## config.mk

```make
export PLATFORM = sky130hd
export DESIGN_NAME = imu_window_motion_stats_core
export DESIGN_NICKNAME = d
export VERILOG_FILES = /design/src/hdl/iwms_pkg.sv /design/src/hdl/iwms_cell.sv /design/src/hdl/iwms_div.sv /design/src/hdl/imu_window_motion_stats_core.sv
export SDC_FILE = /design/constraint.sdc
export NUM_CORES = 2
export LEC_CHECK = 0
export ABC_AREA = 1
export BUFFER_PORTS_ARGS = -buffer_cell sky130_fd_sc_hd__clkbuf_2
export CAP_MARGIN = 15
export CORE_UTILIZATION = 40
export CTS_BUF_LIST = sky130_fd_sc_hd__clkbuf_8 sky130_fd_sc_hd__clkbuf_16
export DETAILED_ROUTE_END_ITERATION = 12
export PLACE_DENSITY_LB_ADDON = 0.1
export RECOVER_POWER = 25
export SLEW_MARGIN = 20
export SYNTH_ARGS = -nofsm -noshare
export SYNTH_HDL_FRONTEND = slang
export SYNTH_SLANG_ARGS = --single-unit
```

## constraint.sdc

```tcl
create_clock -name clk -period 27.3 [get_ports clk]
set_input_delay 2.73 -clock clk [delete_from_list [all_inputs] [get_ports clk]]
set_output_delay 2.73 -clock clk [all_outputs]
set_load 0.01 [all_outputs]
```

## src/hdl/iwms_pkg.sv

```systemverilog
// Shared types and constants for the IMU window motion statistics block.
package iwms_pkg;

	localparam int AXIS_W     = 16;
	localparam int FILL_OUT_W = 4;
	localparam int TOTAL_W    = 18;

	typedef struct packed {
		logic signed [AXIS_W-1:0] angle_x;
		logic signed [AXIS_W-1:0] angle_y;
		logic signed [AXIS_W-1:0] angle_z;
		logic signed [AXIS_W-1:0] acc_x;
		logic signed [AXIS_W-1:0] acc_y;
		logic signed [AXIS_W-1:0] acc_z;
	} sample_t;

	typedef enum logic [3:0] {
		ST_IDLE = 4'b0001,
		ST_WALK = 4'b0010,
		ST_DIV  = 4'b0100,
		ST_DONE = 4'b1000
	} state_t;

endpackage

```

## src/hdl/iwms_cell.sv

```systemverilog
// One history cell: holds a single IMU sample and passes it to its neighbor.
module iwms_cell (
	input  logic             clk,
	input  logic             en,
	input  iwms_pkg::sample_t d,
	output iwms_pkg::sample_t q
);

	iwms_pkg::sample_t sample_q;

	always_ff @(posedge clk) begin
		if (en) begin
			sample_q <= d;
		end
	end

	assign q = sample_q;

endmodule

```

## src/hdl/iwms_div.sv

```systemverilog
// Iterative signed-by-unsigned divider that truncates toward zero, one bit per cycle.
module iwms_div #(
	parameter int SUM_W  = 20,
	parameter int FILL_W = 4
) (
	input  logic                            clk,
	input  logic                            arst_n,
	input  logic                            start,
	input  logic [SUM_W-1:0]                dividend,
	input  logic [FILL_W-1:0]               divisor,
	output logic                            busy,
	output logic [iwms_pkg::AXIS_W-1:0]     quot
);

	localparam int CNT_W = $clog2(SUM_W + 1);

	logic [CNT_W-1:0]  cnt_q;
	logic              neg_q;
	logic [SUM_W-1:0]  mag_q;
	logic [FILL_W-1:0] rem_q;
	logic [FILL_W-1:0] div_q;
	logic [FILL_W:0]   rem_sh;
	logic [FILL_W:0]   rem_sub;
	logic              ge;
	logic [SUM_W-1:0]  res;

	assign rem_sh  = {rem_q, mag_q[SUM_W-1]};
	assign ge      = rem_sh >= {1'b0, div_q};
	assign rem_sub = rem_sh - {1'b0, div_q};

	always_ff @(posedge clk or negedge arst_n) begin
		if (!arst_n) begin
			cnt_q <= '0;
		end else if (start) begin
			cnt_q <= CNT_W'(SUM_W);
		end else if (cnt_q != '0) begin
			cnt_q <= cnt_q - 1'b1;
		end
	end

	always_ff @(posedge clk) begin
		if (start) begin
			neg_q <= dividend[SUM_W-1];
			mag_q <= dividend[SUM_W-1] ? (~dividend + 1'b1) : dividend;
			rem_q <= '0;
			div_q <= divisor;
		end else if (cnt_q != '0) begin
			mag_q <= {mag_q[SUM_W-2:0], ge};
			rem_q <= ge ? rem_sub[FILL_W-1:0] : rem_sh[FILL_W-1:0];
		end
	end

	assign res  = neg_q ? (~mag_q + 1'b1) : mag_q;
	assign quot = res[iwms_pkg::AXIS_W-1:0];
	assign busy = cnt_q != '0;

endmodule

```

## src/hdl/imu_window_motion_stats_core.sv

```systemverilog
// Top level of the IMU window motion statistics block.
// Usage: each request on the input channel carries one IMU sample (three angles and three
// accelerations, signed 16-bit). For every request the block returns one result: the mean
// of each acceleration axis over all held samples (truncated toward zero), the Z
// acceleration range and each angle spread over the RECENT_COUNT newest samples, the sum of
// the spreads and the number of samples held (up to HISTORY_DEPTH).
// Samples live in a ring of HISTORY_DEPTH cells. After a sample is taken, the ring rotates
// once around, one cell per cycle, past a single accumulator that gathers sums and extremes.
// Three dividers then work one quotient bit per cycle over the sum width.
// The ring walk and the divider run set the time from one accept to the next (default depth ten).
// in_stall is high while a request is being worked on.
// The result sits in an output register; a new request is accepted while it waits. If the
// receiver still stalls when the next result is ready, the block holds that result back.
// Reset empties the history and drops any pending result.
module imu_window_motion_stats_core #(
	parameter int HISTORY_DEPTH = 10,
	parameter int RECENT_COUNT  = 5
) (
	input  logic                               clk,
	input  logic                               arst_n,
	input  logic                               in_valid,
	output logic                               in_stall,
	input  logic signed [iwms_pkg::AXIS_W-1:0] angle_x,
	input  logic signed [iwms_pkg::AXIS_W-1:0] angle_y,
	input  logic signed [iwms_pkg::AXIS_W-1:0] angle_z,
	input  logic signed [iwms_pkg::AXIS_W-1:0] acc_x,
	input  logic signed [iwms_pkg::AXIS_W-1:0] acc_y,
	input  logic signed [iwms_pkg::AXIS_W-1:0] acc_z,
	output logic                               out_valid,
	input  logic                               out_stall,
	output logic signed [iwms_pkg::AXIS_W-1:0] avg_acc_x,
	output logic signed [iwms_pkg::AXIS_W-1:0] avg_acc_y,
	output logic signed [iwms_pkg::AXIS_W-1:0] avg_acc_z,
	output logic [iwms_pkg::AXIS_W-1:0]        acc_z_range,
	output logic [iwms_pkg::AXIS_W-1:0]        spread_x,
	output logic [iwms_pkg::AXIS_W-1:0]        spread_y,
	output logic [iwms_pkg::AXIS_W-1:0]        spread_z,
	output logic [iwms_pkg::TOTAL_W-1:0]       spread_total,
	output logic [iwms_pkg::FILL_OUT_W-1:0]    fill_count
);

	localparam int W      = iwms_pkg::AXIS_W;
	localparam int FILL_W = $clog2(HISTORY_DEPTH + 1);
	localparam int SUM_W  = W + $clog2(HISTORY_DEPTH);
	localparam int RLIM   = (RECENT_COUNT < HISTORY_DEPTH) ? RECENT_COUNT : HISTORY_DEPTH;
	localparam logic [FILL_W-1:0] RECENT_LIM = FILL_W'(RLIM);
	localparam logic [FILL_W-1:0] DEPTH_FULL = FILL_W'(HISTORY_DEPTH);
	localparam logic [FILL_W-1:0] DEPTH_LAST = FILL_W'(HISTORY_DEPTH - 1);
	localparam logic signed [W-1:0] POS_MAX = {1'b0, {(W-1){1'b1}}};
	localparam logic signed [W-1:0] NEG_MAX = {1'b1, {(W-1){1'b0}}};

	iwms_pkg::state_t  state_q;
	iwms_pkg::sample_t in_sample;
	iwms_pkg::sample_t cell_d [HISTORY_DEPTH];
	iwms_pkg::sample_t cell_q [HISTORY_DEPTH];
	iwms_pkg::sample_t tail;

	logic                in_acc;
	logic                cell_en;
	logic                walk_last;
	logic                in_sum;
	logic                in_rec;
	logic                div_start;
	logic                div_busy;
	logic                out_load;
	logic [FILL_W-1:0]   fill_q;
	logic [FILL_W-1:0]   age_q;
	logic [FILL_W+3:0]   fill_ext;

	logic signed [SUM_W-1:0] sum_x_q, sum_y_q, sum_z_q;
	logic signed [SUM_W-1:0] sum_x_n, sum_y_n, sum_z_n;
	logic signed [W-1:0] amin_x_q, amin_y_q, amin_z_q, zmin_q;
	logic signed [W-1:0] amax_x_q, amax_y_q, amax_z_q, zmax_q;
	logic [W-1:0]        quot_x, quot_y, quot_z;
	logic [W-1:0]        spx, spy, spz, zrng;
	logic                busy_y, busy_z;

	logic                    out_valid_q;
	logic signed [W-1:0]     avg_x_q, avg_y_q, avg_z_q;
	logic [W-1:0]            zrng_q, spx_q, spy_q, spz_q;
	logic [iwms_pkg::TOTAL_W-1:0]    total_q;
	logic [iwms_pkg::FILL_OUT_W-1:0] fill_out_q;

	assign in_stall  = state_q != iwms_pkg::ST_IDLE;
	assign in_acc    = in_valid && !in_stall;
	assign cell_en   = in_acc || (state_q == iwms_pkg::ST_WALK);
	assign walk_last = (state_q == iwms_pkg::ST_WALK) && (age_q == '0);
	assign div_start = walk_last;
	assign out_load  = (state_q == iwms_pkg::ST_DONE) && (!out_valid_q || !out_stall);

	assign in_sample = '{angle_x: angle_x, angle_y: angle_y, angle_z: angle_z,
	                     acc_x: acc_x, acc_y: acc_y, acc_z: acc_z};
	assign tail      = cell_q[HISTORY_DEPTH-1];

	always_comb begin
		cell_d[0] = in_acc ? in_sample : tail;
		for (int i = 1; i < HISTORY_DEPTH; i++) begin
			cell_d[i] = cell_q[i-1];
		end
	end

	for (genvar g = 0; g < HISTORY_DEPTH; g++) begin : g_ring
		iwms_cell u_cell (
			.clk (clk),
			.en  (cell_en),
			.d   (cell_d[g]),
			.q   (cell_q[g])
		);
	end

	assign in_sum  = age_q < fill_q;
	assign in_rec  = in_sum && (age_q < RECENT_LIM);
	assign sum_x_n = sum_x_q + (in_sum ? {{(SUM_W-W){tail.acc_x[W-1]}}, tail.acc_x} : '0);
	assign sum_y_n = sum_y_q + (in_sum ? {{(SUM_W-W){tail.acc_y[W-1]}}, tail.acc_y} : '0);
	assign sum_z_n = sum_z_q + (in_sum ? {{(SUM_W-W){tail.acc_z[W-1]}}, tail.acc_z} : '0);

	always_ff @(posedge clk or negedge arst_n) begin
		if (!arst_n) begin
			state_q <= iwms_pkg::ST_IDLE;
			fill_q  <= '0;
			age_q   <= '0;
		end else begin
			case (state_q)
				iwms_pkg::ST_IDLE: begin
					if (in_acc) begin
						state_q <= iwms_pkg::ST_WALK;
						age_q   <= DEPTH_LAST;
						if (fill_q < DEPTH_FULL) begin
							fill_q <= fill_q + 1'b1;
						end
					end
				end
				iwms_pkg::ST_WALK: begin
					age_q <= age_q - 1'b1;
					if (walk_last) begin
						state_q <= iwms_pkg::ST_DIV;
					end
				end
				iwms_pkg::ST_DIV: begin
					if (!div_busy) begin
						state_q <= iwms_pkg::ST_DONE;
					end
				end
				iwms_pkg::ST_DONE: begin
					if (out_load) begin
						state_q <= iwms_pkg::ST_IDLE;
					end
				end
				default: begin
					state_q <= iwms_pkg::ST_IDLE;
				end
			endcase
		end
	end

	always_ff @(posedge clk) begin
		if (in_acc) begin
			sum_x_q  <= '0;
			sum_y_q  <= '0;
			sum_z_q  <= '0;
			amin_x_q <= POS_MAX;
			amin_y_q <= POS_MAX;
			amin_z_q <= POS_MAX;
			zmin_q   <= POS_MAX;
			amax_x_q <= NEG_MAX;
			amax_y_q <= NEG_MAX;
			amax_z_q <= NEG_MAX;
			zmax_q   <= NEG_MAX;
		end else if (state_q == iwms_pkg::ST_WALK) begin
			sum_x_q <= sum_x_n;
			sum_y_q <= sum_y_n;
			sum_z_q <= sum_z_n;
			if (in_rec) begin
				if (tail.angle_x < amin_x_q) amin_x_q <= tail.angle_x;
				if (tail.angle_y < amin_y_q) amin_y_q <= tail.angle_y;
				if (tail.angle_z < amin_z_q) amin_z_q <= tail.angle_z;
				if (tail.acc_z < zmin_q) zmin_q <= tail.acc_z;
				if (tail.angle_x > amax_x_q) amax_x_q <= tail.angle_x;
				if (tail.angle_y > amax_y_q) amax_y_q <= tail.angle_y;
				if (tail.angle_z > amax_z_q) amax_z_q <= tail.angle_z;
				if (tail.acc_z > zmax_q) zmax_q <= tail.acc_z;
			end
		end
	end

	iwms_div #(.SUM_W(SUM_W), .FILL_W(FILL_W)) u_div_x (
		.clk      (clk),
		.arst_n   (arst_n),
		.start    (div_start),
		.dividend (sum_x_n),
		.divisor  (fill_q),
		.busy     (div_busy),
		.quot     (quot_x)
	);

	iwms_div #(.SUM_W(SUM_W), .FILL_W(FILL_W)) u_div_y (
		.clk      (clk),
		.arst_n   (arst_n),
		.start    (div_start),
		.dividend (sum_y_n),
		.divisor  (fill_q),
		.busy     (busy_y),
		.quot     (quot_y)
	);

	iwms_div #(.SUM_W(SUM_W), .FILL_W(FILL_W)) u_div_z (
		.clk      (clk),
		.arst_n   (arst_n),
		.start    (div_start),
		.dividend (sum_z_n),
		.divisor  (fill_q),
		.busy     (busy_z),
		.quot     (quot_z)
	);

	assign spx      = amax_x_q - amin_x_q;
	assign spy      = amax_y_q - amin_y_q;
	assign spz      = amax_z_q - amin_z_q;
	assign zrng     = zmax_q - zmin_q;
	assign fill_ext = {4'b0000, fill_q};

	always_ff @(posedge clk or negedge arst_n) begin
		if (!arst_n) begin
			out_valid_q <= 1'b0;
		end else if (out_load) begin
			out_valid_q <= 1'b1;
		end else if (!out_stall) begin
			out_valid_q <= 1'b0;
		end
	end

	always_ff @(posedge clk) begin
		if (out_load) begin
			avg_x_q    <= quot_x;
			avg_y_q    <= quot_y;
			avg_z_q    <= quot_z;
			zrng_q     <= zrng;
			spx_q      <= spx;
			spy_q      <= spy;
			spz_q      <= spz;
			total_q    <= {2'b00, spx} + {2'b00, spy} + {2'b00, spz};
			fill_out_q <= fill_ext[iwms_pkg::FILL_OUT_W-1:0];
		end
	end

	assign out_valid    = out_valid_q;
	assign avg_acc_x    = avg_x_q;
	assign avg_acc_y    = avg_y_q;
	assign avg_acc_z    = avg_z_q;
	assign acc_z_range  = zrng_q;
	assign spread_x     = spx_q;
	assign spread_y     = spy_q;
	assign spread_z     = spz_q;
	assign spread_total = total_q;
	assign fill_count   = fill_out_q;

`ifndef SYNTHESIS
	a_accept_walks: assert property (@(posedge clk) disable iff (!arst_n)
		in_acc |=> state_q == iwms_pkg::ST_WALK)
		else $error("accepted request did not start the ring walk");

	a_div_lockstep: assert property (@(posedge clk) disable iff (!arst_n)
		div_busy |-> (busy_y && busy_z && state_q == iwms_pkg::ST_DIV))
		else $error("dividers out of step with the controller");

	a_total_matches: assert property (@(posedge clk) disable iff (!arst_n)
		out_valid |-> spread_total == ({2'b00, spread_x} + {2'b00, spread_y}
		                              + {2'b00, spread_z}))
		else $error("spread total does not match the spreads");

	a_fill_bound: assert property (@(posedge clk) disable iff (!arst_n)
		fill_q <= DEPTH_FULL && (state_q == iwms_pkg::ST_IDLE || fill_q != '0))
		else $error("history fill count out of range");
`endif

endmodule

```

; ---- After elaboration in Yosys (flattened, before gate mapping)
; Cells that the tools add are included.
[word_totals]
reg_bits = 1389
out_inout_bits = 136
elab_cells = 212
[classes]
addsub = 23
order_cmp = 14
n_eq_ne = 10
mux = 34
n_bitwise = 6
n_reduce_logical = 28
[ops]
columns = cell, n
row1 = $mux 20, 12
row2 = $mux 96, 1
row3 = $gt 16x16->1, 4
row4 = $lt 16x16->1, 4
row5 = $sub 16x16->16, 4
row6 = $add 20x1->20 const B, 3
row7 = $add 20x20->20, 3
row8 = $not 20->20, 3
row9 = $add 16x1->16 const B, 3
row10 = $mux 16, 3
row11 = $not 16->16, 3
row12 = $mux 4, 8
row13 = $mux 5, 6
row14 = $reduce_and 3->1, 9
row15 = $add 17x16->18, 1
row16 = $add 16x16->17, 1
row17 = $pmux 4 s4, 1
row18 = $ge 5x4->1, 3
row19 = $reduce_bool 5->1, 3
row20 = $sub 5x1->5 const B, 3
row21 = $sub 4x4->4, 3
row22 = $ne 2x2->1 const B, 4
row23 = $pmux 4 s2, 1
row24 = $reduce_bool 2->1, 4
row25 = other kinds (18), 25

; ---- Depth between registers and ports, before layout
[logic_depth]
ltp_word = 7
ltp_mapped = 27

; ---- By module
; A second synthesis with hierarchy kept.
[hier_totals]
hier_cells = 5093
hier_area_um2 = 59838.6
[by_module_without_submodules]
columns = module, instances, cells_per_inst, area_per_inst_um2, seq_area_each_um2
row1 = iwms_cell, 10, 96, 2882.8, 2882.8
row2 = imu_window_motion_stats_core, 1, 3140, 23556.3, 8114.0
row3 = iwms_div, 3, 331, 2484.9, 955.9

; ---- Least setup slack after synthesis
; No wires, ideal clock.
[synth_timing]
path_kind = input -> register
from = input port in_valid
to = register age_q[2]
arrival_ps = 14378
required_ps = 26666
path_slack_ps = 12288
cell_stages = 4
cell_sequence = nand2_1 > nand2_1 > buf_2 > o21ai_0
[synth_between]
elab_chain_cells = 3
[synth_rtl]
columns = item, line
row1 = from (decl), imu_window_motion_stats_core.sv:21  ; input logic in_valid,
row2 = $logic_and 1x1->1, imu_window_motion_stats_core.sv:85  ; assign in_acc = in_valid && !in_stall;
row3 = $ne 2x2->1 (no source line), n/a
row4 = $reduce_and 2->1 (no source line), n/a
row5 = to (signal assigned), imu_window_motion_stats_core.sv:134  ; age_q <= age_q - 1'b1;
row6 = to (decl), imu_window_motion_stats_core.sv:67  ; logic [FILL_W-1:0] age_q;
; Every way passes these cells.
; A chain may end at the register's enable or synchronous reset.

; ---- Worst setup path in the final report
[layout_timing]
from = input port in_valid
to = register g_ring[7].u_cell.sample_q, in the netlist g_ring[7].u_cell.q[71], enable pin
[layout_between]
elab_chain_cells = 2
[layout_rtl]
columns = item, line
row1 = $logic_and 1x1->1, imu_window_motion_stats_core.sv:85
row2 = $logic_or 1x1->1, imu_window_motion_stats_core.sv:86  ; assign cell_en = in_acc || (state_q == iwms_pkg::ST_WALK);
row3 = to (signal assigned), iwms_cell.sv:13  ; sample_q <= d;
row4 = to (decl), iwms_cell.sv:9  ; iwms_pkg::sample_t sample_q;
; Every way passes these cells.

==> results.json <==
{
  "status": "completed",
  "synthDistinctLibCells": 63,
  "ff_latch_area_sq_um": 39600,
  "fp.dieArea_sq_um": 148000,
  "die_y_um": 385,
  "wl_um": 126000,
  "overflow": 0,
  "hold_buffers": 0,
  "whs_endpoint": "g_ring[3].u_cell.q[31]",
  "final_hold_viol_count": 0,
  "syn_inst": 4902,
  "rsz0062_at_grt": "false",
  "setup_tns_ps": 0,
  "grt_max_degree": 193,
  "setup_viol": 0,
  "cts_setup_buffers": 0,
  "max_cap_violations": 0,
  "clk_path_buf_depth": 3,
  "async_reset_ff_share_pct": 2.02,
  "ir_drop_v": 0.0000910,
  "holdCritStartpoint": "g_ring[2].u_cell.q[31]",
  "rr_worst_depth": 8,
  "synth_top_area_cell": "edfxtp_1",
  "place.gp.congestion": 0.813,
  "drive_above_1_share_pct": 10.7,
  "yosys-top-cells-area": "edfxtp_1 (60%), dfxtp_1 (6.8%), nand2_1 (6.7%), ha_1 (6.1%), inv_1 (3.4%)",
  "drv_slew": 0,
  "core-area_sq_um": 146000,
  "antenna_found_initial": 10,
  "dp_cells": 6981,
  "cts-root-buf": "clkbuf_16",
  "grt_usage_pct": 17.0,
  "ys_warn_count": 0,
  "fillers": 13243,
  "pwr-share-clk_pct": 24.2,
  "total_power_mw": 8.50,
  "ff2ff_setup_slack_ps": 22740,
  "grt_pass1_wl_um": 193000,
  "comb_power_share_pct": 30.6,
  "met3_length_um": 5190,
  "reg2reg_to": "g_ring[7].u_cell.q[71]",
  "synth_most_common_cell": "edfxtp_1",
  "setup_slack_ps": 21820,
  "io_buffers": 235,
  "layout_worst_path_cycle_share_pct": 20.1,
  "dr_total_vias": 35154,
  "synth_nets": 5315,
  "dr.pass1.iters": 5,
  "synthDominantCellAreaShare_pct": 59.5,
  "skew_ps": 41.6,
  "synth_edf_count": 1161,
  "ant_nets": 0,
  "met2_length_um": 54700,
  "clk_pin_slew_ps": 60,
  "htreeDepth": 4,
  "drc": 0,
  "hpwl_um": 84500,
  "seqPwrFrac_pct": 45.2,
  "place_ws_ps": 20920,
  "cp.required_ps": 27700,
  "cts_tree": "built",
  "crit_fanout": 80,
  "crit_arrival_ps": 5880,
  "worst-slew-pin-transition_ps": 1050,
  "synth_area_per_cell_sq_um": 12.0,
  "cts_buffers": 153,
  "end_kind": "flop",
  "p_per_area_nw_per_um2": 127,
  "relSlewSlack_pct": 29.6,
  "post_cts_resized": 0,
  "p_int_mw": 5.50,
  "timing.rr.start": "state_q[3]",
  "hp-class": "reg -> reg",
  "rows": 140,
  "hold_path_depth": 0,
  "seq_area_frac_synth_pct": 67.5,
  "crit_type": "in -> reg",
  "netlist_area_sq_um": 58600,
  "die_x_um": 385,
  "initial_utilization_pct": 40.2,
  "cts.sinks": 1389,
  "vias_per_cell": 4.84,
  "switching_share_pct": 35.2,
  "synth-seq-cells": 1389,
  "ys.flop_type": "edfxtp_1",
  "drt_iter0_drc": 2137,
  "period_needed_ps": 5480,
  "worst_setup_path_start_kind": "primary input",
  "stdcell_count": 7266,
  "met1Wirelength_um": 62300,
  "insertion_delay_ps": 790,
  "grt_pass1_vias": 33653,
  "fmax_mhz": 182,
  "switchingPower_mw": 2.99,
  "wl_per_cell_um": 17.3,
  "p_leak_nw": 28.1,
  "fin_nets": 5633,
  "area_growth_pct": 14.4,
  "io_pins": 236,
  "multi_input_area_sq_um": 16600,
  "synthTopCellsByCount": "edfxtp_1 (1161), nand2_1 (1049), inv_1 (533), nor2_1 (305), ha_1 (286)",
  "highest-signal-layer": "met5"
}
[sequential cells by signal (all words and copies together) (netlist names), 18 cells and up]
name / count
g_ring.u_cell.q: 960
spread_total: 18
sum_x_q: 20
sum_y_q: 20
sum_z_q: 20
u_div_x.mag_q: 20
u_div_y.mag_q: 20
u_div_z.mag_q: 20
[through the flow]
| step | instance area [sq um] | util, % | hold slack, ps |
|---|---|---|---|
| after floorplan | 58600 | - | 400 |
| after global placement | 61900 | 42.5 | 400 |
| after detailed placement | 61900 | 42.5 | 405 |
| after CTS | 67000 | 46.0 | 384 |
| after global routing | 67000 | 46.1 | 412 |
| final | 67100 | 46.1 | 393 |
[critical path, cell delays in order]
cell and delay (ps):
clkbuf_2 130, nand2_4 80, nand2_4 390, buf_4 670, buf_4 840, buf_4 870
[power by group through the flow]
stage | combinational [mW] | sequential [mW] | clock, mW
floorplan | 1.93 | 4.09 | 0
global placement | 2.59 | 3.86 | 0
detailed placement | 2.63 | 3.88 | 0
CTS | 2.64 | 3.86 | 2.12
global route | 2.98 | 3.93 | 2.20
finish | 2.60 | 3.84 | 2.06
[cells by family after synthesis]
logic type,Yosys count,share of synthesized area (%)
and+or+nand+nor,1770,12.7
DFF,1389,67.5
buffers and inverters,643,4.26
AOI/OAI and AO/OA,630,6.06
adders and majority gates,313,7.03
xor gates and xnor gates,157,2.36
[layer usage]
metal,track usage [%],vias up
met5,0,-
met4,5.68,6
met3,3.16,183
met2,25.1,518
met1,25.1,16858
li1,-,17589
[how the worst max path moves through the flow]
stage	startpoint	to	slack [ps]	cells past startpoint
floorplan	in_valid	age_q[2]	12290	4
global placement	in_valid	g_ring[6].u_cell.q[70]	21030	6
detailed placement	in_valid	g_ring[6].u_cell.q[70]	20920	6
CTS	in_valid	g_ring[3].u_cell.q[71]	21810	6
global route	in_valid	g_ring[0].u_cell.q[71]	21560	6
finish	in_valid	g_ring[7].u_cell.q[71]	21820	6
[cell type report]
type                       instances  area share [%]
clock buffer                     158            5.85
antenna                            3          0.0112
sequential                      1389            59.0
clock inverter                   123            1.71
inverter                         548            3.08
tap                             1917            3.58
timing repair buffer             258            2.06
multi-input combinational       2870            24.7
[placed cells by master (no fill, tap or decap), types with 14 or more instances in the layout]
cell type / count
buf_4: 21
nand2_2: 28
clkbuf_2: 235
ha_1: 286
dfxtp_1: 200
inv_2: 15
nand2_1: 1047
nor2_1: 305
edfxtp_1: 1161
nand3_2: 14
xnor2_1: 37
o21ai_0: 244
nand3b_1: 20
clkinv_1: 28
nor4_1: 16
fa_1: 27
xor2_1: 119
clkbuf_16: 155
a21oi_1: 214
nor3_1: 40
nand3_1: 233
clkinv_2: 21
o211ai_1: 56
inv_1: 569
bufinv_16: 15
dfrtp_1: 27
nand4_1: 33
o21ai_1: 30
Note: power is estimated with default switching activity, not from simulation.
